$ cat config.mk
export PLATFORM = sky130hd
export DESIGN_NAME = twtp_step_unit
export DESIGN_NICKNAME = d
export VERILOG_FILES = /design/src/hw/rtl/trapped_water_two_pointer_unit_assert.svh /design/src/hw/rtl/twtp_pkg.sv /design/src/hw/rtl/twtp_step_unit.sv
export SDC_FILE = /design/constraint.sdc
export NUM_CORES = 1
export LEC_CHECK = 0
export BUFFER_PORTS_ARGS = -buffer_cell sky130_fd_sc_hd__buf_2
export CAP_MARGIN = 0
export CORE_UTILIZATION = 48
export DETAILED_ROUTE_END_ITERATION = 10
export MAX_ROUTING_LAYER = met4
export PLACE_DENSITY = 0.85
export REMOVE_ABC_BUFFERS = 1
export SYNTH_ARGS = -nofsm -noshare
export SYNTH_HDL_FRONTEND = slang
export SYNTH_SLANG_ARGS = --single-unit
$ cat constraint.sdc
create_clock -name vclk -period 9.6
set_clock_uncertainty 0.15 [all_clocks]
set_input_delay 2.88 -clock vclk [all_inputs]
set_output_delay 2.88 -clock vclk [all_outputs]
set_load 0.005 [all_outputs]
$ cat src/hw/rtl/trapped_water_two_pointer_unit_assert.svh
// Assertion macros used by the trapped-water RTL.
`ifndef TRAPPED_WATER_TWO_POINTER_UNIT_ASSERT_SVH
`define TRAPPED_WATER_TWO_POINTER_UNIT_ASSERT_SVH

// Same-cycle implication, disabled while reset is asserted.
`define TWTP_ASSERT_NOW(label, ante, cons) \
    label: assert property (@(posedge i_clk) disable iff (!i_rst_n) (ante) |-> (cons)) \
        else $error("twtp: same-cycle check failed");

// Next-cycle implication, disabled while reset is asserted.
`define TWTP_ASSERT_NEXT(label, ante, cons) \
    label: assert property (@(posedge i_clk) disable iff (!i_rst_n) (ante) |=> (cons)) \
        else $error("twtp: next-cycle check failed");

`endif

$ cat src/hw/rtl/twtp_pkg.sv
// Package: sizes, types and sequencer states of the trapped-water unit.
package twtp_pkg;

    localparam int MAX_LEN     = 1024;
    localparam int HEIGHT_BITS = 16;
    localparam int TOTAL_W     = 26;
    localparam int ADDR_W      = $clog2(MAX_LEN);
    localparam int CNT_W       = $clog2(MAX_LEN + 1);

    typedef logic [HEIGHT_BITS-1:0] t_height;
    typedef logic [TOTAL_W-1:0]     t_total;
    typedef logic [CNT_W-1:0]       t_count;
    typedef logic [ADDR_W-1:0]      t_addr;

    // Result of one walk step: new running peak and new total
    typedef struct packed {
        t_height peak;
        t_total  total;
    } t_step_res;

    typedef enum logic [1:0] {
        ST_LOAD,
        ST_ISSUE,
        ST_ACC,
        ST_DONE
    } t_state;

endpackage

$ cat src/hw/rtl/twtp_step_unit.sv
// Shared walk-step unit: saturating water add and running-peak update.
module twtp_step_unit (
    input  twtp_pkg::t_height   i_peak,
    input  twtp_pkg::t_height   i_height,
    input  twtp_pkg::t_total    i_total,
    output twtp_pkg::t_step_res o_res
);
    import twtp_pkg::*;

    logic                 above;
    t_height              diff;
    logic [TOTAL_W:0]     sum;

    // Water over this cell is peak - height when the peak is higher
    assign above = (i_peak > i_height);
    assign diff  = above ? (i_peak - i_height) : '0;
    assign sum   = {1'b0, i_total} + {{(TOTAL_W + 1 - HEIGHT_BITS){1'b0}}, diff};

    // Saturate on carry out of the total width; raise the peak
    always_comb begin
        o_res.total = sum[TOTAL_W] ? {TOTAL_W{1'b1}} : sum[TOTAL_W-1:0];
        o_res.peak  = above ? i_peak : i_height;
    end

endmodule

==> results of run 1 <==
how the worst min path moves through the flow:
stage | to | slack (ns) | cells after the start
after floorplan | o_res[24] | 5.68 | 1
after global placement | o_res[24] | 5.90 | 3
after detailed placement | o_res[28] | 5.92 | 4
after CTS | o_res[28] | 5.92 | 4
after global routing | o_res[26] | 5.94 | 3
final | o_res[32] | 5.93 | 4
power by group:
part | switching [W] | total [W] | internal (W)
Combinational | 0.000216 | 0.000418 | 0.000201
Clock | 0 | 0 | 0
Sequential | 0 | 0 | 0
Total | 0.000216 | 0.000418 | 0.000201
cell families after synthesis:
group,Yosys count
xor gates and xnor gates,21
buffers and inverters,46
AOI/OAI and AO/OA,135
muxes,5
and+or+nand+nor,154
adders and majority gates,34
per-layer routing:
metal | vias to the layer above | wire [um] | GRT usage
li1 | 1858 | - | -
met5 | - | 0 | -
met4 | 0 | 906 | 0.134
met2 | 377 | 6270 | 0.692
met1 | 1941 | 4560 | 0.387
met3 | 108 | 1050 | 0.0357
cells in the mapped netlist (3+ instances only):
library cell,number,area [um^2]
and3_1,5,31.3
nand3_1,24,120
a21o_1,18,135
xor2_1,13,114
o31a_1,3,26.3
a31oi_1,8,50.1
and2_1,3,18.8
inv_1,23,86.3
a21oi_1,24,120
buf_2,5,25.0
nor3_1,13,65.1
nand2b_1,5,31.3
o21a_1,10,75.1
o31ai_1,3,22.5
ha_1,32,400
a211oi_1,5,37.5
o21ai_2,10,87.6
nand4_1,13,81.3
nor2_1,27,101
o2111ai_1,3,26.3
nor2b_1,7,43.8
buf_6,5,56.3
a2111oi_0,3,26.3
nand2_1,41,154
xnor2_1,8,70.1
clkbuf_1,11,41.3
and4_1,4,35.0
o21bai_1,3,22.5
o21ai_0,25,125
final cells by class:
cell class / count / area share
multi-input cells: 349 / 0.628
repair buffers: 214 / 0.331
inverters: 23 / 0.0205
well taps: 70 / 0.0202
stage by stage:
stage	cells	util	worst slack (ns)
finish	656	0.839	-0.275
floorplan	372	-	-0.570
global placement	635	0.730	-0.108
detailed placement	635	0.730	-0.204
CTS	645	0.762	0.00356
global route	656	0.839	-0.492
timing repair:
| action | CTS | global route |
|---|---|---|
| pin swaps | 12 | 29 |
| gates resized for setup | 18 | 61 |
| gates cloned | 1 | 1 |
| endpoints found under the setup margin | 26 | 26 |
| buffers inserted | 9 | 10 |
==> metrics.txt, run 1 <==
Die Y=75.8 um; hold_ws=5.93 ns; critical setup path kind=in -> out; clkbuf count=0; Placed Area=3780 um^2; port bufs=100; Setup crit start kind=input port; YS warnings=0; Post-Synth Adder-Cell Area=0.168; Worst setup endpoint=o_res[25]; CP peak stage delay=0.42 ns; final worst path period share=1.03; main combinational cell family by area after synthesis=compound AO/OA/AOI/OAI gates; CP startpoint=i_peak[0]; post-synthesis mux area share=0.0220; Slew @ Worst Pin=0.449 ns; multi-input logic area=2730 um^2; fill cell count=288; Final setup viols=12; layout cells sized above 1=0.485; Critical Path RT=6.57 ns; Compound-Gate Fraction of Synth Area=0.359; delay-heaviest family, CP=simple AND/OR/NAND/NOR gates; Cell Rows=26; CP cell instances=buf_8 -> inv_4 -> ha_4 -> fa_2 -> nor2b_4 -> o31ai_4 -> buf_4 -> buf_4 -> a211oi_1 -> nor2_1 -> xor2_1 -> nor2_1 -> ha_1 -> nand4_1 -> nor4_4 -> o21ai_2 -> a2111oi_2 -> buf_4 -> mux2i_1 -> buf_2; PnR Total Power=0.000418 W; failing checks=negative setup slack; ANT nets after route=0; Cells after Synth=395; largest net degree at the start of global routing=18; WL per Instance=19.5 um; fin area=4340 um^2; count of cell types in the netlist=57; final wirelength=12.8 mm; Arr. time, crit path=6.85 ns; ANT cells=0; DR vias/cell=6.53; Post-Syn Area=2620 um^2; PwrDens=96.2 nW/um^2; Max Fanout on Critical Path=5; Setup crit end kind=output port; grt ovf=0; Post-CTS Hold Buffers=0; area grow syn2layout=65.9%; die area=5750 um^2; HP Class=in -> out; Max IR drop VDD=68.5 uV; Seq/Total Area, Yosys=0; final worst slack=-0.275 ns; seq_cells=0; Final min period=9.88 ns; synthesized area per cell=6.62 um^2; Post-DP HPWL=7.57 mm; CP Depth=20; cell mode on critical path=buf_4; global-route wire length before repair=16.2 mm; DRC violations left=0; most common cell after layout, fill and taps aside=buf_4; Max-Cap Viols=0; min-delay src=i_peak[6]; Final GP Congestion=0.963; Slew Viols, Final=0; GRT Total Usage=0.365; vias in the first global route=3,757; Core Box Area=5170 um^2; initial antenna violation count=0; Top Ports=100; crit path buf inv count=6; Die W=75.8 um; relative slew slack=0.699; most frequent cells in the layout=buf_4 (107), buf_2 (98), nand2_1 (39); initial core utilization=0.506; Critical-path top delay cell=nor4_4; status=complete, but fails checks; Pleak=2.19 nW; Final TNS setup=-0.637 ns; register area=0 um^2; Final Hold Fails=0; XOR/XNOR share of the synthesized area=0.0703; DRT iter0 DRCs=484; nets=680; RSZ-0062 raised after global routing=yes; FMAX=0.101 GHz; via count=4,284; simple-gate area share of the yosys netlist=0.294; 1st-pass router iterations=6
Power figures use the tool's default switching activity.
==> inputs of run 2 (changes only) <==
CELL_PAD_IN_SITES_DETAIL_PLACEMENT = 1   (was not set)
CELL_PAD_IN_SITES_GLOBAL_PLACEMENT = 1   (was not set)
CORE_UTILIZATION = 36   (was 48)
PLACE_DENSITY = 0.89   (was 0.85)
clock period = 11.2 ns   (was 9.6 ns; I/O delays follow)
==> metrics.txt, run 2 (same netlist as run 1, synthesis figures left out) <==
Placed Area=3190 um^2 (-16%); layout cells sized above 1=0.298 (-0.186); Final min period=11.00 ns; Die W=87.2 um (+15%); Max-Cap Viols=0 (unchanged); Setup crit end kind=output port; 1st-pass router iterations=6 (unchanged); DR vias/cell=5.76 (-12%); Arr. time, crit path=7.49 ns (+0.64 ns); Cell Rows=30 (+15%); Slew Viols, Final=0 (unchanged); final worst path period share=0.982; seq_cells=0 (unchanged); nets=580 (-15%); status=finished clean; initial antenna violation count=0 (unchanged); Post-DP HPWL=7.77 mm (+2.6%); Pleak=1.64 nW (-25%); PwrDens=77.5 nW/um^2 (-19%); GRT Total Usage=0.242 (-0.123); vias in the first global route=3,337 (-11%); ANT nets after route=0 (unchanged); PnR Total Power=0.000253 W (-39%); global-route wire length before repair=15.0 mm (-7.7%); crit path buf inv count=4 (-2); final wirelength=9.27 mm (-28%); Max Fanout on Critical Path=19 (+14); most common cell after layout, fill and taps aside=buf_2; min-delay src=i_total[24]; worst hold stages=3 (-1); initial core utilization=0.379 (-0.127); Core Box Area=6910 um^2 (+34%); CP peak stage delay=0.45 ns (+0.03 ns); Critical-path top delay cell=fa_1; Hold Path End=o_res[24]; Final GP Congestion=0.890 (-7.5%); Slew @ Worst Pin=0.582 ns (+0.133 ns); Die Y=87.2 um (+15%); fin area=3270 um^2 (-25%); worst slack at placement=-0.0181 ns (+0.186 ns); largest net degree at the start of global routing=20 (+2); FMAX=0.0909 GHz; relative slew slack=0.602 (-0.0975); clkbuf count=0 (unchanged); Critical Path RT=7.69 ns (+1.12 ns); area grow syn2layout=24.9%; ANT cells=0 (unchanged); port bufs=100 (unchanged); Top Ports=100 (unchanged); hold_ws=6.87 ns (+0.949 ns); final worst slack=0.201 ns (+0.477 ns); most frequent cells in the layout=buf_2 (100), nand2_1 (40), ha_1 (30); HP Class=in -> out; Final setup viols=0 (-12); Max IR drop VDD=31.2 uV (-54%); Setup crit start kind=input port; DRC violations left=0 (unchanged); via count=3,352 (-22%); CP cell instances=buf_2 -> inv_1 -> ha_1 -> or2_1 -> a31oi_1 -> a21oi_1 -> a221o_1 -> nand2_2 -> nor2_1 -> ha_1 -> fa_1 -> a21o_1 -> a311oi_4 -> o21bai_2 -> a311oi_2 -> or3_1 -> buf_4 -> o21ai_0 -> buf_2; grt ovf=0 (unchanged); DRT iter0 DRCs=116 (-76%); Final Hold Fails=0 (unchanged); WL per Instance=15.9 um (-18%); die area=7610 um^2 (+32%); delay-heaviest family, CP=compound AO/OA/AOI/OAI gates; critical setup path kind=in -> out; register area=0 um^2 (unchanged)
run 2: cell count changes in the layout (fill, tap and decap cells not counted), moves of 4 or more:
cell | before | now
ha_4 | 7 | 0
o21ai_0 | 21 | 25
inv_1 | 18 | 23
a31oi_1 | 4 | 8
inv_2 | 4 | 0
buf_4 | 107 | 14
buf_6 | 5 | 0
ha_1 | 23 | 30
run 2: tightest hold or removal path, stage by stage:
cell     delay (ns)
buf_2          0.12
a31oi_1        0.07
buf_2          0.11
run 2: worst max path at each step:
stage	start	end	slack, ns	cells after the start
global placement	i_peak[0]	o_res[18]	0.14	19
detailed placement	i_peak[0]	o_res[18]	-0.02	19
global route	i_height[5]	o_res[17]	-0.05	19
finish	i_height[5]	o_res[17]	0.20	19
CTS	i_height[11]	o_res[17]	0.09	19
floorplan	i_height[11]	o_res[17]	0.07	16
run 2: metal layers:
metal	global-route usage	up-vias	routed length, um
li1	-	1647	-
met1	0.291	1591	4090
met2	0.456	102	4680
met3	0.00948	12	386
met4	0.0328	0	114
met5	-	-	0
run 2: final cells by class:
class | count | area (um^2)
Fill cell | 974 | 3640
Inverter | 23 | 86.3
Multi-Input combinational cell | 349 | 2450
Tap cell | 96 | 120
Timing Repair Buffer | 114 | 606
run 2: stage by stage:
step / utilization / std cells / setup TNS, ns
floorplan: - / 372 / 0
global placement: 0.462 / 580 / 0
detailed placement: 0.462 / 580 / -0.0181
CTS: 0.463 / 580 / 0
global route: 0.473 / 582 / -0.0895
finish: 0.473 / 582 / 0
run 2: timing repair:
item / CTS / global route
gates resized for setup: 1 / 13
pin swaps: 0 / 2
endpoints found under the hold margin: 0 / 0
setup buffers: 0 / 2
hold buffers: 0 / 0
setup endpoints to repair: 1 / 26
run 2: power by group:
part | total [W] | switching (W) | leakage [nW] | internal (W)
clock | 0 | 0 | 0 | 0
sequential | 0 | 0 | 0 | 0
combinational | 0.000253 | 0.000142 | 1.64 | 0.000111
total | 0.000253 | 0.000142 | 1.64 | 0.000111
